## config.mk

```make
export PLATFORM = sky130hd
export DESIGN_NAME = nmea_sentence_filter_capture_core
export DESIGN_NICKNAME = d
export VERILOG_FILES = /design/src/hw/rtl/nsfc_pkg.sv /design/src/hw/rtl/nsfc_front.sv /design/src/hw/rtl/nsfc_queue.sv /design/src/hw/rtl/nsfc_back.sv /design/src/hw/rtl/nmea_sentence_filter_capture_core.sv
export SDC_FILE = /design/constraint.sdc
export NUM_CORES = 1
export LEC_CHECK = 0
export BUFFER_PORTS_ARGS = -buffer_cell sky130_fd_sc_hd__buf_4
export CELL_PAD_IN_SITES_DETAIL_PLACEMENT = 1
export CELL_PAD_IN_SITES_GLOBAL_PLACEMENT = 1
export CORE_MARGIN = 2
export CORE_UTILIZATION = 38
export CTS_BUF_LIST = sky130_fd_sc_hd__clkbuf_2
export CTS_CLUSTER_SIZE = 16
export DETAILED_ROUTE_END_ITERATION = 6
export GPL_TIMING_DRIVEN = 0
export PLACE_DENSITY_LB_ADDON = 0.1
export REMOVE_ABC_BUFFERS = 1
export SYNTH_ARGS = -nofsm -noshare
export SYNTH_HDL_FRONTEND = slang
export SYNTH_HIERARCHICAL = 1
export SYNTH_SLANG_ARGS = --single-unit
```

## constraint.sdc

```tcl
create_clock -name clk_i -period 11 [get_ports clk_i]
set_input_delay 0.55 -clock clk_i [delete_from_list [all_inputs] [get_ports clk_i]]
set_output_delay 0.55 -clock clk_i [all_outputs]
set_load 0.02 [all_outputs]
```

## src/hw/rtl/nsfc_pkg.sv

```systemverilog
// Shared types, constants and register codes for the NMEA sentence filter and capture block.
`default_nettype none

package nsfc_pkg;

  // Capture buffer size and longest header pattern.
  localparam int unsigned CaptureDepth = 64;
  localparam int unsigned PatternMax   = 8;

  // Write position reaches at most the capture depth (64).
  localparam int unsigned WposW    = 7;
  // Byte select into the 64-bit header pattern register.
  localparam int unsigned PatIdxW  = 3;

  // Request queue between the front and the back.
  localparam int unsigned QueueDepth = 4;
  localparam int unsigned QPtrW      = 2;
  localparam int unsigned QCntW      = 3;

  // Characters of interest.
  localparam logic [7:0] Wildcard    = 8'h2A;
  localparam logic [7:0] LineFeed    = 8'h0A;
  localparam logic [7:0] CarriageRet = 8'h0D;
  localparam logic [7:0] Comma       = 8'h2C;
  localparam logic [7:0] ZeroChar    = 8'h30;

  // Register reset values: "$G*RMC", six bytes.
  localparam logic [63:0] HeaderPatternRst = 64'h0000_434D_522A_4724;
  localparam logic [3:0]  HeaderLengthRst  = 4'd6;

  // Request kinds.
  localparam logic KindByte = 1'b0;
  localparam logic KindArm  = 1'b1;

  // Configuration register indexes.
  localparam int unsigned CfgIdxW = 1;
  typedef enum logic [CfgIdxW-1:0] {
    CfgHeaderPattern = 1'b0,
    CfgHeaderLength  = 1'b1
  } cfg_idx_e;

  typedef struct packed {
    logic       kind;
    logic [7:0] rx_byte;
    logic       overrun;
  } in_item_t;

  typedef struct packed {
    logic       byte_valid;
    logic [7:0] stored_byte;
    logic [5:0] position;
    logic       message_done;
  } result_t;

  // One queue entry: the results a single request causes (one or two).
  typedef struct packed {
    logic    two;
    result_t first;
    result_t second;
  } entry_t;

endpackage

`default_nettype wire

```

## src/hw/rtl/nsfc_front.sv

```systemverilog
// Front part: takes requests, runs the header match and capture rules, queues results.
`default_nettype none

module nsfc_front (
  input  wire                          clk_i,
  input  wire                          rst_ni,
  input  wire                          push,
  input  wire  nsfc_pkg::in_item_t     item_i,
  input  wire                          cfg_valid_i,
  input  wire  [nsfc_pkg::CfgIdxW-1:0] cfg_index_i,
  input  wire  [63:0]                  cfg_data_i,
  output logic                         cfg_ready_o,
  input  wire                          q_full_i,
  output logic                         q_wr_o,
  output nsfc_pkg::entry_t             q_entry_o
);

  logic [63:0]                 pattern_q, pattern_d;
  logic [3:0]                  length_q, length_d;
  logic                        armed_q, armed_d;
  logic [nsfc_pkg::WposW-1:0]  wpos_q, wpos_d;
  logic [7:0]                  prev_q, prev_d;

  logic                        accept;
  logic [3:0]                  hlen;
  logic [7:0]                  b;
  logic [nsfc_pkg::WposW-1:0]  wp;
  logic [nsfc_pkg::WposW-1:0]  wp1;
  logic [7:0]                  pat;
  logic                        ins;
  logic                        wr;
  logic                        eol;
  nsfc_pkg::result_t           r_ins;
  nsfc_pkg::result_t           r_byte;

  assign cfg_ready_o = 1'b1;
  assign accept      = push && !q_full_i;

  // Clamp header length to 1..PatternMax.
  always_comb begin
    if (length_q == 4'd0) begin
      hlen = 4'd1;
    end else if (length_q > 4'(nsfc_pkg::PatternMax)) begin
      hlen = 4'(nsfc_pkg::PatternMax);
    end else begin
      hlen = length_q;
    end
  end

  always_comb begin
    pattern_d = pattern_q;
    length_d  = length_q;
    if (cfg_valid_i) begin
      case (nsfc_pkg::cfg_idx_e'(cfg_index_i))
        nsfc_pkg::CfgHeaderPattern: pattern_d = cfg_data_i;
        nsfc_pkg::CfgHeaderLength:  length_d  = cfg_data_i[3:0];
        default: ;
      endcase
    end
  end

  always_comb begin
    armed_d   = armed_q;
    wpos_d    = wpos_q;
    prev_d    = prev_q;
    q_wr_o    = 1'b0;
    q_entry_o = '0;

    // Overrun restarts capture and zeroes the byte.
    b   = item_i.overrun ? 8'h00 : item_i.rx_byte;
    wp  = item_i.overrun ? '0 : wpos_q;
    pat = pattern_q[8*wp[nsfc_pkg::PatIdxW-1:0] +: 8];

    ins = (prev_q == nsfc_pkg::Comma) && (b == nsfc_pkg::Comma)
          && (wp < nsfc_pkg::WposW'(nsfc_pkg::CaptureDepth));
    wp1 = ins ? wp + 1'b1 : wp;
    wr  = wp1 < nsfc_pkg::WposW'(nsfc_pkg::CaptureDepth);
    eol = (b == nsfc_pkg::LineFeed) || (b == nsfc_pkg::CarriageRet);

    r_ins  = '{byte_valid: 1'b1, stored_byte: nsfc_pkg::ZeroChar,
               position: wp[5:0], message_done: 1'b0};
    r_byte = '{byte_valid: wr, stored_byte: wr ? b : 8'h00,
               position: wp1[5:0], message_done: eol};

    if (accept) begin
      if (item_i.kind == nsfc_pkg::KindArm) begin
        armed_d = 1'b1;
        wpos_d  = '0;
        prev_d  = 8'h00;
      end else if (armed_q) begin
        if (wp < nsfc_pkg::WposW'(hlen)) begin
          // Header phase: match or restart, dropping the byte.
          if (pat == nsfc_pkg::Wildcard || pat == b) begin
            q_wr_o    = 1'b1;
            q_entry_o.first = '{byte_valid: 1'b1, stored_byte: b,
                                position: wp[5:0], message_done: 1'b0};
            prev_d    = b;
            wpos_d    = wp + 1'b1;
          end else begin
            wpos_d = '0;
          end
        end else begin
          // Capture phase.
          prev_d = wr ? b : (ins ? nsfc_pkg::ZeroChar : prev_q);
          wpos_d = wr ? wp1 + 1'b1 : wp1;
          if (eol) begin
            armed_d = 1'b0;
          end
          if (ins) begin
            r_ins.message_done = eol && !wr;
            q_entry_o.first    = r_ins;
            q_entry_o.second   = r_byte;
            q_entry_o.two      = wr;
            q_wr_o             = 1'b1;
          end else if (wr || eol) begin
            q_entry_o.first = r_byte;
            q_wr_o          = 1'b1;
          end
        end
      end
    end
  end

  always_ff @(posedge clk_i or negedge rst_ni) begin
    if (!rst_ni) begin
      pattern_q <= nsfc_pkg::HeaderPatternRst;
      length_q  <= nsfc_pkg::HeaderLengthRst;
      armed_q   <= 1'b0;
      wpos_q    <= '0;
      prev_q    <= 8'h00;
    end else begin
      pattern_q <= pattern_d;
      length_q  <= length_d;
      armed_q   <= armed_d;
      wpos_q    <= wpos_d;
      prev_q    <= prev_d;
    end
  end

`ifndef SYNTHESIS
  // Disarm only on an accepted line end that was not an overrun byte.
  assert property (@(posedge clk_i) disable iff (!rst_ni)
    $fell(armed_q) |-> $past(accept && item_i.kind == nsfc_pkg::KindByte
      && !item_i.overrun
      && (item_i.rx_byte == nsfc_pkg::LineFeed || item_i.rx_byte == nsfc_pkg::CarriageRet)))
    else $error("front: disarmed without a line end");

  // Write position never runs past the buffer.
  assert property (@(posedge clk_i) disable iff (!rst_ni)
    wpos_q <= nsfc_pkg::WposW'(nsfc_pkg::CaptureDepth))
    else $error("front: write position past capacity");
`endif

endmodule

`default_nettype wire

```

## src/hw/rtl/nsfc_queue.sv

```systemverilog
// Short request queue between the front and the back parts.
`default_nettype none

module nsfc_queue (
  input  wire                clk_i,
  input  wire                rst_ni,
  input  wire                wr_i,
  input  wire  nsfc_pkg::entry_t wr_entry_i,
  output logic               full_o,
  input  wire                rd_i,
  output nsfc_pkg::entry_t   rd_entry_o,
  output logic               empty_o
);

  nsfc_pkg::entry_t             mem_q [nsfc_pkg::QueueDepth];
  logic [nsfc_pkg::QPtrW-1:0]   wptr_q, wptr_d;
  logic [nsfc_pkg::QPtrW-1:0]   rptr_q, rptr_d;
  logic [nsfc_pkg::QCntW-1:0]   cnt_q, cnt_d;
  logic                         do_wr;
  logic                         do_rd;

  assign full_o     = cnt_q == nsfc_pkg::QCntW'(nsfc_pkg::QueueDepth);
  assign empty_o    = cnt_q == '0;
  assign rd_entry_o = mem_q[rptr_q];
  assign do_wr      = wr_i && !full_o;
  assign do_rd      = rd_i && !empty_o;

  always_comb begin
    wptr_d = do_wr ? wptr_q + 1'b1 : wptr_q;
    rptr_d = do_rd ? rptr_q + 1'b1 : rptr_q;
    cnt_d  = cnt_q;
    if (do_wr && !do_rd) begin
      cnt_d = cnt_q + 1'b1;
    end else if (do_rd && !do_wr) begin
      cnt_d = cnt_q - 1'b1;
    end
  end

  always_ff @(posedge clk_i) begin
    if (do_wr) begin
      mem_q[wptr_q] <= wr_entry_i;
    end
  end

  always_ff @(posedge clk_i or negedge rst_ni) begin
    if (!rst_ni) begin
      wptr_q <= '0;
      rptr_q <= '0;
      cnt_q  <= '0;
    end else begin
      wptr_q <= wptr_d;
      rptr_q <= rptr_d;
      cnt_q  <= cnt_d;
    end
  end

`ifndef SYNTHESIS
  assert property (@(posedge clk_i) disable iff (!rst_ni)
    cnt_q <= nsfc_pkg::QCntW'(nsfc_pkg::QueueDepth))
    else $error("queue: fill count above depth");

  assert property (@(posedge clk_i) disable iff (!rst_ni)
    wr_i |-> !full_o)
    else $error("queue: write while full");
`endif

endmodule

`default_nettype wire

```

## src/hw/rtl/nsfc_back.sv

```systemverilog
// Back part: splits queued requests into single results and holds them in the output register.
`default_nettype none

module nsfc_back (
  input  wire                clk_i,
  input  wire                rst_ni,
  input  wire  nsfc_pkg::entry_t head_i,
  input  wire                q_empty_i,
  output logic               q_rd_o,
  input  wire                pop,
  output logic               empty,
  output nsfc_pkg::result_t  result_o
);

  nsfc_pkg::result_t out_q, out_d;
  logic              out_valid_q, out_valid_d;
  logic              sel_q, sel_d;
  logic              load;

  assign empty    = !out_valid_q;
  assign result_o = out_q;
  assign load     = !out_valid_q || pop;

  always_comb begin
    out_d       = out_q;
    out_valid_d = out_valid_q && !pop;
    sel_d       = sel_q;
    q_rd_o      = 1'b0;
    if (load && !q_empty_i) begin
      out_d       = sel_q ? head_i.second : head_i.first;
      out_valid_d = 1'b1;
      // Advance to the second result, or retire the entry.
      if (head_i.two && !sel_q) begin
        sel_d = 1'b1;
      end else begin
        sel_d  = 1'b0;
        q_rd_o = 1'b1;
      end
    end
  end

  always_ff @(posedge clk_i) begin
    out_q <= out_d;
  end

  always_ff @(posedge clk_i or negedge rst_ni) begin
    if (!rst_ni) begin
      out_valid_q <= 1'b0;
      sel_q       <= 1'b0;
    end else begin
      out_valid_q <= out_valid_d;
      sel_q       <= sel_d;
    end
  end

`ifndef SYNTHESIS
  // Mid-entry the head must still be in the queue.
  assert property (@(posedge clk_i) disable iff (!rst_ni)
    sel_q |-> !q_empty_i)
    else $error("back: second result with empty queue");

  // A result without a stored byte only ever marks a line end.
  assert property (@(posedge clk_i) disable iff (!rst_ni)
    (out_valid_q && !out_q.byte_valid) |-> (out_q.message_done && out_q.stored_byte == 8'h00))
    else $error("back: invalid byte result without message end");
`endif

endmodule

`default_nettype wire

```

## src/hw/rtl/nmea_sentence_filter_capture_core.sv

```systemverilog
// Top level of the NMEA sentence header filter and capture block.
`default_nettype none

// NMEA sentence header filter and capture. Push a request each cycle while
// full is low: either an arm request (kind 1), which clears the write position
// and the comma history, or a received UART byte (kind 0). While armed, the
// first header_length bytes must match header_pattern, byte by byte, with 0x2A
// as a wildcard; a mismatch restarts the match at position 0 and drops the
// byte. After the header every byte is captured and reported with its buffer
// position, a '0' is inserted between two consecutive commas, and CR or LF
// ends the message (message_done on its last result) and disarms the block.
// A byte flagged with overrun restarts capture at position 0 and counts as
// 0x00. No byte is written at or beyond a position of 64; a line end seen with
// the buffer full gives one result with byte_valid low. Rate: the front takes
// one request per cycle while full is low, and the output register delivers
// one result per cycle while pop is high; a request's first result is written
// into the queue when the request is accepted and then loaded from the queue
// into the output register, which makes empty fall. A request that inserts a
// '0' yields two results, or just one when the inserted '0' fills the buffer. A
// four-entry queue decouples the two sides, and full rises only when that
// queue is full, so stalls on pop reach push after five requests with results
// (four when the result held in the output register is the first of a pair).
// Write configuration only while the block is idle; cfg_ready_o is always
// high. There is no clearing pass after reset.

module nmea_sentence_filter_capture_core (
  input  wire                          clk_i,
  input  wire                          rst_ni,
  input  wire                          push,
  output logic                         full,
  input  wire  nsfc_pkg::in_item_t     in_item_i,
  output logic                         empty,
  input  wire                          pop,
  output nsfc_pkg::result_t            out_result_o,
  input  wire                          cfg_valid_i,
  output logic                         cfg_ready_o,
  input  wire  [nsfc_pkg::CfgIdxW-1:0] cfg_index_i,
  input  wire  [63:0]                  cfg_data_i
);

  logic              q_wr;
  logic              q_rd;
  logic              q_empty;
  nsfc_pkg::entry_t  q_wr_entry;
  nsfc_pkg::entry_t  q_head;

  // Front: classify each request and turn it into zero, one or two results.
  nsfc_front u_front (
    .clk_i       (clk_i),
    .rst_ni      (rst_ni),
    .push        (push),
    .item_i      (in_item_i),
    .cfg_valid_i (cfg_valid_i),
    .cfg_index_i (cfg_index_i),
    .cfg_data_i  (cfg_data_i),
    .cfg_ready_o (cfg_ready_o),
    .q_full_i    (full),
    .q_wr_o      (q_wr),
    .q_entry_o   (q_wr_entry)
  );

  // Queue: hold result groups so either side may stall independently.
  nsfc_queue u_queue (
    .clk_i      (clk_i),
    .rst_ni     (rst_ni),
    .wr_i       (q_wr),
    .wr_entry_i (q_wr_entry),
    .full_o     (full),
    .rd_i       (q_rd),
    .rd_entry_o (q_head),
    .empty_o    (q_empty)
  );

  // Back: hand out one result per cycle through the output register while pop is high.
  nsfc_back u_back (
    .clk_i     (clk_i),
    .rst_ni    (rst_ni),
    .head_i    (q_head),
    .q_empty_i (q_empty),
    .q_rd_o    (q_rd),
    .pop       (pop),
    .empty     (empty),
    .result_o  (out_result_o)
  );

endmodule

`default_nettype wire
```

# == After elaboration in Yosys (flattened, before gate mapping) ==
# Memory sizes are Yosys's and may differ from the RTL's.
# Index checks and enable logic that the tools add are counted.
# word_totals
input_bits,80
word_cells,115
register_bits,109
mem_count,1
mem_bits_rw,132
out_inout_bits,19
# memory_table
name,words,width,read_ports,rd_ports_with_merged_regs,write_ports,line_no,text
u_queue.mem_q,4,33,1,0,1,nsfc_queue.sv:15,nsfc_pkg::entry_t mem_q [nsfc_pkg::QueueDepth];
# op_classes
addsub,6
reduce_logical,32
shifts,1
n_eq_ne,8
bitwise,1
mux,48
magnitude_cmp,4
# ops
operator,n
two-way mux 16 bit,7
two-way mux 33 bit,3
two-way mux 8 bit,8
indexed part select 64 x 7 -> 8 bit,1
two-way mux 7 bit,7
"== test 8 x 6 -> 1 bit, second input constant",3
two-way mux 1 bit,19
"== test 8 x 4 -> 1 bit, second input constant",2
"adder 7 x 1 -> 7 bit, second input constant",2
"< comparator 7 bit, second input constant",2
logical AND 1 bit,11
== test 8 bit,1
zero test 1 bit,8
two-way mux 4 bit,2
< comparator 7 x 4 -> 1 bit,1
two-way mux 3 bit,2
AND reduction 2 bit,3
"adder 2 x 1 -> 2 bit, second input constant",2
"greater-than comparator 4 bit, second input constant",1
zero test 4 bit,1
logical OR 1 bit,4
AND reduction 4 bit,1
nonzero test 2 bit,2
nonzero test 4 bit,1
6 further kinds,6

# == Depth between registers and ports, before layout ==
# Gate-level depths: netlist of run 1.
# depth
word_depth,18
depth_mapped,23
ltp_nobuf,16

# == Cells and area by module ==
# The synthesis of run 1 kept the hierarchy.
# by_module_without_submodules
module,cells_each,seq_area_each_um2,area_per_inst_um2,n_inst
nsfc_queue,209,4139.0,5242.5,1
nsfc_front,453,2128.3,4957.3,1
nsfc_back,43,530.5,820.8,1

# == Worst setup path before layout of run 1 ==
# Ideal clock, no wire load.
# synth_timing
path_type,input to register
startpoint,input port in_item_i[0] in the netlist's numbering
endpoint,register u_queue/cnt_q[1] in the netlist's numbering
required_ns,10.875
arrival_time_ns,4.141
path_buffers,7
setup_time_ns,0.125
stages,21
setup_slack_ns,6.735
path_cell_list,buf_6 > buf_2 > buf_2 > nand2b_1 > buf_2 > inv_1 > ha_1 > a211oi_1 > o21a_1 > o41ai_2 > a21oi_2 > nand2b_4 > buf_6 > buf_6 > nor2_1 > nor2b_1 > buf_6 > ha_1 > inv_1 > fa_1 > mux2_2
# synth_via
elab_cells_between_ends,31
cone_classes,add/sub: 1; order compare: 3; eq/ne: 5; shift: 1; mux: 11; reduce/logical: 10
# synth_rtl
element,line_no,text
from (decl),nmea_sentence_filter_capture_core.sv:31,"input wire nsfc_pkg::in_item_t in_item_i,"
branches (longest 9 deep; another with < comparator 7 bit),--,
two-way mux 1 bit *,nsfc_front.sv:91,if (wp < nsfc_pkg::WposW'(hlen)) begin
two-way mux 1 bit *,nsfc_front.sv:90,end else if (armed_q) begin
two-way mux 1 bit *,nsfc_front.sv:86,if (item_i.kind == nsfc_pkg::KindArm) begin
two-way mux 1 bit *,nsfc_front.sv:85,if (accept) begin
via q_wr,nmea_sentence_filter_capture_core.sv:41,logic q_wr;
logical AND 1 bit *,nsfc_queue.sv:25,assign do_wr = wr_i && !full_o;
via u_queue.do_wr,nsfc_queue.sv:19,logic do_wr;
logical AND 1 bit *,nsfc_queue.sv:32,if (do_wr && !do_rd) begin
two-way mux 3 bit *,nsfc_queue.sv:32,
"via u_queue.cnt_d, one bit",nsfc_queue.sv:18,"logic [nsfc_pkg::QCntW-1:0] cnt_q, cnt_d;"
to (signal assigned),nsfc_queue.sv:53,cnt_q <= cnt_d;
to (decl),nsfc_queue.sv:18,
# Mark *: on every way through the listed nets, which the timed path passes.
# A chain may end at the register's enable or synchronous reset.

# == Final worst setup path of run 1 ==
# layout_timing
startpoint,register u_front/wpos_q[0] in the netlist's numbering
endpoint,register u_queue/cnt_q[2] in the netlist's numbering
# layout_via
elab_chain_cells,16
elab_cells_between_ends,25
cone_classes,add/sub: 1; order compare: 3; eq/ne: 2; shift: 1; mux: 10; reduce/logical: 8
# layout_lines
element,line_no,text
from (decl),nsfc_front.sv:21,"logic [nsfc_pkg::WposW-1:0] wpos_q, wpos_d;"
from (signal assigned),nsfc_front.sv:135,wpos_q <= wpos_d;
two-way mux 7 bit *,nsfc_front.sv:71,wp = item_i.overrun ? '0 : wpos_q;
< comparator 7 bit,nsfc_front.sv:75,&& (wp < nsfc_pkg::WposW'(nsfc_pkg::CaptureDepth));
logical AND 1 bit,nsfc_front.sv:75,
two-way mux 7 bit,nsfc_front.sv:76,wp1 = ins ? wp + 1'b1 : wp;
< comparator 7 bit,nsfc_front.sv:77,wr = wp1 < nsfc_pkg::WposW'(nsfc_pkg::CaptureDepth);
logical OR 1 bit,nsfc_front.sv:115,end else if (wr || eol) begin
two-way mux 1 bit,nsfc_front.sv:115,
two-way mux 1 bit,nsfc_front.sv:109,if (ins) begin
two-way mux 1 bit *,nsfc_front.sv:91,
two-way mux 1 bit *,nsfc_front.sv:90,
two-way mux 1 bit *,nsfc_front.sv:86,
two-way mux 1 bit *,nsfc_front.sv:85,
via q_wr,nmea_sentence_filter_capture_core.sv:41,
logical AND 1 bit *,nsfc_queue.sv:25,
zero test 1 bit,nsfc_queue.sv:34,end else if (do_rd && !do_wr) begin
logical AND 1 bit,nsfc_queue.sv:34,
nonzero test 2 bit (no source line),--,
# Mark *: on every way through the listed nets, which the timed path passes. The rest lies on a longest branch.

==> flow_summary.toml, run 1 <==
[placement]
dp_cells = 1156
post_dp_cell_area_um2 = 12100
port_buffers = 97
dp_slack_ns = 5.38
place_congestion = 0.827
hpwlAfterDp_um = 17100

[detailed_routing]
via_per_inst = 5.06
first_pass_iters = 4
drt_wl_total_um = 26600
drc = 0
wl_per_cell_um = 19.9
ant_nets = 0
drt_iter0_markers = 273
via_count = 6768

[clock_network]
cts_made_buffers = 66
clk_latency_ns = 0.80
post_cts_resized = 0
cts_buffer_depth = 3
cts_sinks = 241
post_cts_buffers = 0
htree_levels = 3
cts_tree = "built"
cts_root_buf = "clkbuf_2"
cts.reportedPaths.clkPinSlew_ns = 0.11

[pwr]
leakage_nw = 5.06
vdd_drop_max_uv = 105
p_per_area_nw_per_um2 = 186

[worst_setup_path]
path_max_fanout = 29
r2r_start = "u_front/wpos_q[0]"
worstPathArrival_ns = 6.34
worst-r2r-cell-count = 16
reg2reg_to = "u_queue/cnt_q[2]"
cp-end-kind = "flip-flop"
start_kind = "flip-flop"
r2r_slack_ns = 5.34
crit_type = "flip-flop to flip-flop"
cp_data_required_time_ns = 11.68
cp-startpoint = "u_front/wpos_q[0]"

[sta]
fmax_mhz = 177
period_share = 0.515
skew_ns = 0.0698
setup_tns_ns = 0
slew_headroom = 0.174
fin_crit_ns = 5.66
hold_viol = 0
finalWorstSetupSlack_ns = 5.34
rsz0062_at_grt = "no"
max_slew.worst_pin.slew_ns = 1.24
setup_viol = 0
drv_slew = 0

[floorplan]
die_area_um2 = 30400
fp.dieH_um = 174
rows = 62
initial_utilization = 0.385
pin_count = 99
core_um2 = 28600
die_w_um = 174

[synth]
netlist.area_leader.share = 0.403
synthArstFlopShare = 0.386
ys_ff_latch = 241
synthTopCellsByArea = "edfxtp_1, dfrtp_1, mux2_2"
syn_inst = 705
syn_area_per_cell_um2 = 15.6
netlist_area_um2 = 11000
ys_types = 68
synth_edf_count = 148
ys_warn_count = 6
synth_ff_type = "edfxtp_1"
yosysSeqAreaShare = 0.617
yosys.area.top_type = "edfxtp_1"

[layout]
drive_gt1_frac = 0.405
multi_input_area_um2 = 3870
fin_nets = 998
syn_to_final_growth_pct = 21.9
postLayoutCoreUtil = 0.469
finalInstanceArea_um2 = 13400
finalNonFillerCells = 1337
fillers = 2850
seq_area_um2 = 6800

[global_route]
grt_max_degree = 94
grt_use_total = 0.182
grt_pass1_vias = 7666
grt_pass1_wl_um = 42500
overflow = 0
antenna_found_initial = 2

[worst_hold_path]
hp-class = "input port to flip-flop"
hold_path_end = "u_front/pattern_q[8]"
hold_depth = 4
hold_start = "cfg_index_i"

[outcome]
status = "completed"

[run]
maxCapViolations = 0
## cells in the mapped netlist (all sizes together) (4+ instances only)
cell,number
nor4b,6
mux2,89
nand2,25
nor2,22
edfxtp,148
or3,4
o2bb2ai,5
and3,4
o21ai,20
mux4,41
dfstp,21
dfrtp,72
a21oi,20
clkbuf,9
nor4,7
and2,5
nor3,18
mux2i,7
nor2b,20
xor2,8
xnor2,15
nand3,12
ha,11
buf,35
nand2b,12
inv,18
o31ai,6
o211ai,7
o22ai,6
## registers in the layout, indices dropped and copies added (netlist names)
| name | count |
|---|---|
| u_back/out_valid_q | 1 |
| u_back/result_o | 16 |
| u_queue/mem_q | 132 |
| u_back/sel_q | 1 |
| u_front/length_q | 4 |
| u_front/prev_q | 8 |
| u_front/wpos_q | 7 |
| u_queue/wptr_q | 2 |
| u_front/armed_q | 1 |
| u_queue/rptr_q | 2 |
| u_queue/cnt_q | 3 |
| u_front/pattern_q | 64 |
## cell type report
cell class,count,share of cell area
clock buffer,101,0.0376
tap,384,0.0358
clock inverter,12,0.0102
antenna,2,0.000373
multi-input combinational,407,0.288
inverter,18,0.00503
sequential,241,0.506
timing repair buffer,172,0.116
## metal layers
| metal | track usage | part of all wire | up-vias |
|---|---|---|---|
| li1 | - | - | 3126 |
| met1 | 0.231 | 0.44 | 3433 |
| met2 | 0.306 | 0.50 | 167 |
| met3 | 0.0442 | 0.042 | 42 |
| met4 | 0.0595 | 0.019 | 0 |
| met5 | 0 | 0 | - |
## cells by family after synthesis
family	after synthesis	share of synthesized area
flip-flops	241	0.617
AO/OA/AOI/OAI	80	0.0493
multiplexers	137	0.186
XOR/XNOR	23	0.0183
adder cells (fa/ha/maj)	12	0.0143
buffers and inverters	62	0.0361
AND/OR/NAND/NOR	148	0.0783
other	2	0.000681
## metrics by stage
stage / total power [mW] / hold WS [ns]
floorplan: 1.60 / 0.254
global placement: 1.81 / 0.462
detailed placement: 1.84 / 0.488
CTS: 2.56 / 0.0389
global route: 2.66 / 0.0862
finish: 2.50 / 0.171
## worst max-delay path by stage
stage	endpoint	slack, ns	cells after the start
finish	u_queue/cnt_q[2]	5.34	16
global route	u_queue/cnt_q[2]	4.92	16
CTS	u_queue/cnt_q[2]	5.31	16
detailed placement	u_queue/cnt_q[2]	5.38	16
global placement	u_queue/mem_q[0][19]	4.58	10
floorplan	u_queue/mem_q[0][0]	6.71	9
## cells in the final DEF (no fill, tap or decap), types with 7 or more instances in the layout
cell / instances
nand3_1: 12
a21oi_1: 18
xnor2_1: 15
xor2_1: 8
dlygate4sd3_1: 66
edfxtp_1: 148
ha_1: 11
mux2i_1: 7
nand2b_1: 11
mux4_2: 36
buf_4: 98
nor2b_1: 18
o211ai_1: 7
conb_1: 7
buf_12: 7
nor3_1: 13
mux2_2: 79
o21ai_0: 18
clkbuf_2: 101
dfrtp_1: 70
dfstp_2: 21
nand2_1: 25
nor2_1: 22
mux2_4: 10
inv_1: 18
## critical path, stage by stage, from the launching register on
cell and delay [ns]:
dfrtp_1 1.09, nor2b_1 0.70, inv_1 0.31, o21ai_0 0.24, o22ai_1 0.11, or3b_1 0.44
o41ai_2 0.29, a21oi_2 0.14, nand2b_4 0.35, nor2_1 0.21, nor2b_1 0.48, ha_1 0.28
inv_1 0.06, fa_1 0.38, xor2_1 0.16, nor2_1 0.14, xor2_1 0.16
## power by group
group / switching, mW / total [mW] / internal, mW
clock: 0.364 / 0.675 / 0.312
sequential: 0.0979 / 1.19 / 1.09
combinational: 0.290 / 0.642 / 0.352
## what timing repair did
action                                 CTS  global route
setup endpoints to repair                0             0
hold buffers                            66             0
endpoints found under the hold margin   92             0
(Power assumes the default switching activity.)
==> run 2: changes to the inputs <==
==> constraint.sdc (replaced) <==
create_clock -name clk_i -period 4.8 [get_ports clk_i]
set_input_delay 0.24 -clock clk_i [delete_from_list [all_inputs] [get_ports clk_i]]
set_output_delay 0.24 -clock clk_i [all_outputs]
set_load 0.02 [all_outputs]
==> flow_summary.toml, run 2 (same netlist as run 1, synthesis figures left out) <==
[worst_setup_path]
path_max_fanout = 29
cp_cell_sequence = "nand2b_1 > inv_1 > a32oi_1 > o2bb2ai_1 > or3b_1 > o41ai_2 > a21oi_2 > nand2b_4 > nor2_1 > nor2b_4 > ha_1 > inv_1 > fa_1 > xor2_1 > nor2_1 > xor2_1"
worst_path_max_delay_cell = "dfrtp_4"
cp_data_required_time_ns = 5.48
cp-end-kind = "flip-flop"
worstPathArrival_ns = 5.13
cpPeakStageDelay_ns = 0.66
crit_type = "flip-flop to flip-flop"
start_kind = "flip-flop"

[placement]
place_congestion = 0.827
port_buffers = 97
hpwlAfterDp_um = 17100
dp_slack_ns = -0.822

[sta]
period_share = 0.927
fmax_mhz = 225
setup_viol = 0
whs_ns = 0.113
rsz0062_at_grt = "no"
finalWorstSetupSlack_ns = 0.351
skew_ns = 0.0699
hold_viol = 0
fin_crit_ns = 4.45
slew_headroom = 0.206
max_slew.worst_pin.slew_ns = 1.19
drv_slew = 0

[pwr]
vdd_drop_max_uv = 239
p_per_area_nw_per_um2 = 420
leakage_nw = 5.21

[floorplan]
core_um2 = 28600
die_area_um2 = 30400
initial_utilization = 0.385
fp.dieH_um = 174
pin_count = 99
rows = 62
die_w_um = 174

[detailed_routing]
drt_iter0_markers = 263
drt_wl_total_um = 27300
ant_nets = 0
first_pass_iters = 4
via_per_inst = 5.04
wl_per_cell_um = 19.9
drc = 0
via_count = 6913

[global_route]
grt_use_total = 0.185
grt_pass1_wl_um = 43300
grt_max_degree = 94
overflow = 0
antenna_found_initial = 2
grt_pass1_vias = 7872

[layout]
fin_nets = 1032
final_common_cell = "edfxtp_1"
layout_common_cells = "edfxtp_1, clkbuf_2, dlygate4sd3_1, buf_4, mux2_2"
drive_gt1_frac = 0.398
largest_reg_flops = 132
regMostFlops = "u_queue/mem_q"
syn_to_final_growth_pct = 25.4

[clock_network]
cts_made_buffers = 66
cts_sinks = 241
cts.reportedPaths.clkPinSlew_ns = 0.11
clk_latency_ns = 0.81
cts_tree = "built"
cts_root_buf = "clkbuf_2"
cts_buffer_depth = 3
htree_levels = 3

[outcome]
status = "completed"

[worst_hold_path]
hp-class = "input port to flip-flop"

[run]
maxCapViolations = 0
==> run 2: changes by cell type in the layout (fill, tap and decap cells not counted) <==
cell           previous run  this run
dlygate4sd3_1            66        98
dfrtp_1                  70        68
nor2b_4                   1         3
buf_16                    1         2
buf_6                     0         1
nor2b_1                  18        16
dfrtp_4                   0         2
nand2b_1                 11        10
nand2b_2                  0         1
==> run 2: routing by layer <==
layer,GRT usage,vias to the layer above,wire (um)
met3,0.0442,41,1050
met1,0.235,3506,12200
met4,0.0592,0,478
met2,0.313,168,13600
li1,-,3198,-
met5,0,-,0
==> run 2: area by class of cell <==
class                           count  area [um^2]
Timing Repair Buffer              206         1920
Clock buffer                      101          505
Antenna cell                        2         5.00
Tap cell                          384          480
Fill cell                        2838        14800
Sequential cell                   241         6810
Multi-Input combinational cell    407         3890
Inverter                           18         67.6
Clock inverter                     12          136
==> run 2: report_power, final <==
part           total [mW]  switching (mW)  internal [mW]
combinational        1.53           0.687          0.846
sequential           2.72           0.220           2.50
clock                1.55           0.838          0.714
==> run 2: worst max-delay path: cells and delay by family, from the launching register on <==
family | cells | cell delay, ns
AO/OA/AOI/OAI | 4 | 0.86
XOR/XNOR | 2 | 0.32
adder cells (fa/ha/maj) | 2 | 0.60
buffers and inverters | 2 | 0.25
flip-flops | 1 | 0.66
AND/OR/NAND/NOR | 6 | 1.66
==> run 2: through the flow <==
step	std cells	util	instance area (um^2)	power [mW]	TNS [ns]
6_report	1371	0.483	13800	5.80	0
5_1_grt	1371	0.483	13800	6.16	0
4_1_cts	1366	0.480	13700	5.90	0
3_5_place_dp	1156	0.423	12100	4.22	-62.87
3_3_place_gp	1147	0.416	11900	4.14	-238.15
2_1_floorplan	666	-	10700	3.67	0
==> run 2: final timing paths <==
path / from / endpoint / slack (ns) / cells after the start
max in group asynchronous: rst_ni / u_front/length_q[2] / 3.59 / 4
worst max register to register: u_front/wpos_q[1] / u_queue/cnt_q[2] / 0.35 / 16
min in group asynchronous: rst_ni / u_front/pattern_q[55] / 0.44 / 3
worst min register to register: u_queue/cnt_q[2] / u_queue/cnt_q[2] / 0.51 / 1
worst min-delay path: cfg_index_i / u_front/pattern_q[12] / 0.11 / 4
worst max-delay path: u_front/wpos_q[1] / u_queue/cnt_q[2] / 0.35 / 16
==> run 2: repair_timing <==
action / 4_1_cts / 5_1_grt
endpoints found under the setup margin: 144 / 2
buffers inserted: 0 / 1
gates resized for setup: 5 / 4
hold endpoints to repair: 175 / 24
cloned: 0 / 0
hold buffers: 97 / 1
==> run 3: changes to the inputs <==
--- a/config.mk
+++ b/config.mk
@@ -9,7 +9,7 @@
 export CELL_PAD_IN_SITES_DETAIL_PLACEMENT = 1
 export CELL_PAD_IN_SITES_GLOBAL_PLACEMENT = 1
 export CORE_MARGIN = 2
-export CORE_UTILIZATION = 38
+export CORE_UTILIZATION = 30
 export CTS_BUF_LIST = sky130_fd_sc_hd__clkbuf_2
 export CTS_CLUSTER_SIZE = 16
 export DETAILED_ROUTE_END_ITERATION = 6
==> flow_summary.toml, run 3 (same netlist as run 1, synthesis figures left out) <==
[clock_network]
cts_tree = "built"
cts_buffer_depth = 3
cts_root_buf = "clkbuf_2"
cts.reportedPaths.clkPinSlew_ns = 0.11
cts_sinks = 241
cts_made_buffers = 70
htree_levels = 3
clk_latency_ns = 0.96

[layout]
final_common_cell = "dlygate4sd3_1"
fillers = 3794
finalInstanceArea_um2 = 14500
syn_to_final_growth_pct = 31.8
largest_reg_flops = 132
postLayoutCoreUtil = 0.399
fin_nets = 1095
regMostFlops = "u_queue/mem_q"
drive_gt1_frac = 0.385
layout_common_cells = "dlygate4sd3_1, edfxtp_1, clkbuf_2, buf_4, mux2_2"

[placement]
dp_slack_ns = -1.00
hpwlAfterDp_um = 18500
port_buffers = 97
post_dp_cell_area_um2 = 12200
place_congestion = 0.793

[sta]
skew_ns = 0.0813
fin_crit_ns = 4.45
setup_viol = 0
finalWorstSetupSlack_ns = 0.348
fmax_mhz = 225
slew_headroom = 0.144
max_slew.worst_pin.slew_ns = 1.28
setup_tns_ns = 0
drv_slew = 0
hold_viol = 0
rsz0062_at_grt = "no"
period_share = 0.927

[worst_setup_path]
worstPathArrival_ns = 5.30
crit_type = "flip-flop to flip-flop"
reg2reg_to = "u_queue/cnt_q[1]"
start_kind = "flip-flop"
cp_data_required_time_ns = 5.65
cp-startpoint = "u_front/wpos_q[2]"
r2r_start = "u_front/wpos_q[2]"
worst-r2r-cell-count = 15
path_max_fanout = 29
r2r_slack_ns = 0.35
crit_end = "u_queue/cnt_q[1]"
cp-end-kind = "flip-flop"

[floorplan]
fp.dieH_um = 196
pin_count = 99
initial_utilization = 0.302
rows = 70
die_w_um = 196
core_um2 = 36400
die_area_um2 = 38300

[detailed_routing]
first_pass_iters = 4
drt_iter0_markers = 251
ant_nets = 0
drt_wl_total_um = 29500
wl_per_cell_um = 19.3
via_per_inst = 4.74
via_count = 7252
drc = 0

[worst_hold_path]
hp-class = "input port to flip-flop"
hold_start = "in_item_i[0]"

[pwr]
finalPower_mw = 5.93
leakage_nw = 5.48
p_per_area_nw_per_um2 = 408
vdd_drop_max_uv = 195

[global_route]
grt_pass1_wl_um = 46500
grt_pass1_vias = 8259
grt_use_total = 0.159
grt_max_degree = 94
antenna_found_initial = 3
overflow = 0

[run]
maxCapViolations = 0

[outcome]
status = "completed"
[run 3: stage by stage]
step | hold WS (ns) | instances
global route | -0.0339 | 1528
floorplan | -0.0556 | 666
CTS | 0.000136 | 1508
global placement | 0.433 | 1231
finish | 0.0804 | 1529
detailed placement | 0.443 | 1238
[run 3: power by group]
part | switching (mW) | leakage [nW] | internal (mW)
combinational | 0.710 | 2.57 | 0.896
sequential | 0.216 | 2.41 | 2.50
clock | 0.906 | 0.507 | 0.708
total | 1.83 | 5.48 | 4.10
[run 3: how the worst min path moves through the flow]
stage | to | slack, ns | cells past startpoint
final | u_queue/mem_q[3][22] | 0.08 | 2
after global routing | u_front/pattern_q[31] | -0.03 | 3
after CTS | u_front/pattern_q[58] | 0.0001 | 3
after detailed placement | u_back/out_valid_q | 0.44 | 2
after global placement | u_back/out_valid_q | 0.43 | 2
after floorplan | u_back/out_valid_q | -0.06 | 0
[run 3: what timing repair did]
action                                  4_1_cts  5_1_grt
pin swaps                                     0        0
endpoints found under the setup margin      149        2
hold endpoints to repair                    208       31
hold buffers                                144        9
cloned                                        0        0
setup buffers                                 0        7
resized for setup                             8        4
[run 3: routing by layer]
metal / vias up / global-route usage / part of all wire
met2: 171 / 0.269 / 0.50
met5: - / 0 / 0
met3: 55 / 0.0433 / 0.046
met4: 0 / 0.0570 / 0.022
li1: 3321 / - / -
met1: 3705 / 0.195 / 0.43
[run 3: layout make-up]
type | count | area [um^2] | share of cell area
multi-input combinational | 407 | 3890 | 0.268
clock buffer | 108 | 541 | 0.0372
sequential | 241 | 6810 | 0.469
antenna | 4 | 10.0 | 0.000689
inverter | 18 | 71.3 | 0.00491
tap | 468 | 586 | 0.0403
clock inverter | 18 | 138 | 0.00947
timing repair buffer | 265 | 2490 | 0.171
[run 3: worst max-delay path, cell delays in order, from the launching register on]
cell        delay (ns)
dfrtp_1           0.42
nand2b_2          0.29
clkinvlp_4        0.23
buf_4             0.18
ha_1              0.18
a211oi_1          0.28
o21a_1            0.41
o41ai_2           0.15
a21oi_2           0.35
nand2b_4          0.47
nor2_1            0.14
nor2b_2           0.24
ha_1              0.25
inv_1             0.08
fa_1              0.42
mux2_2            0.28
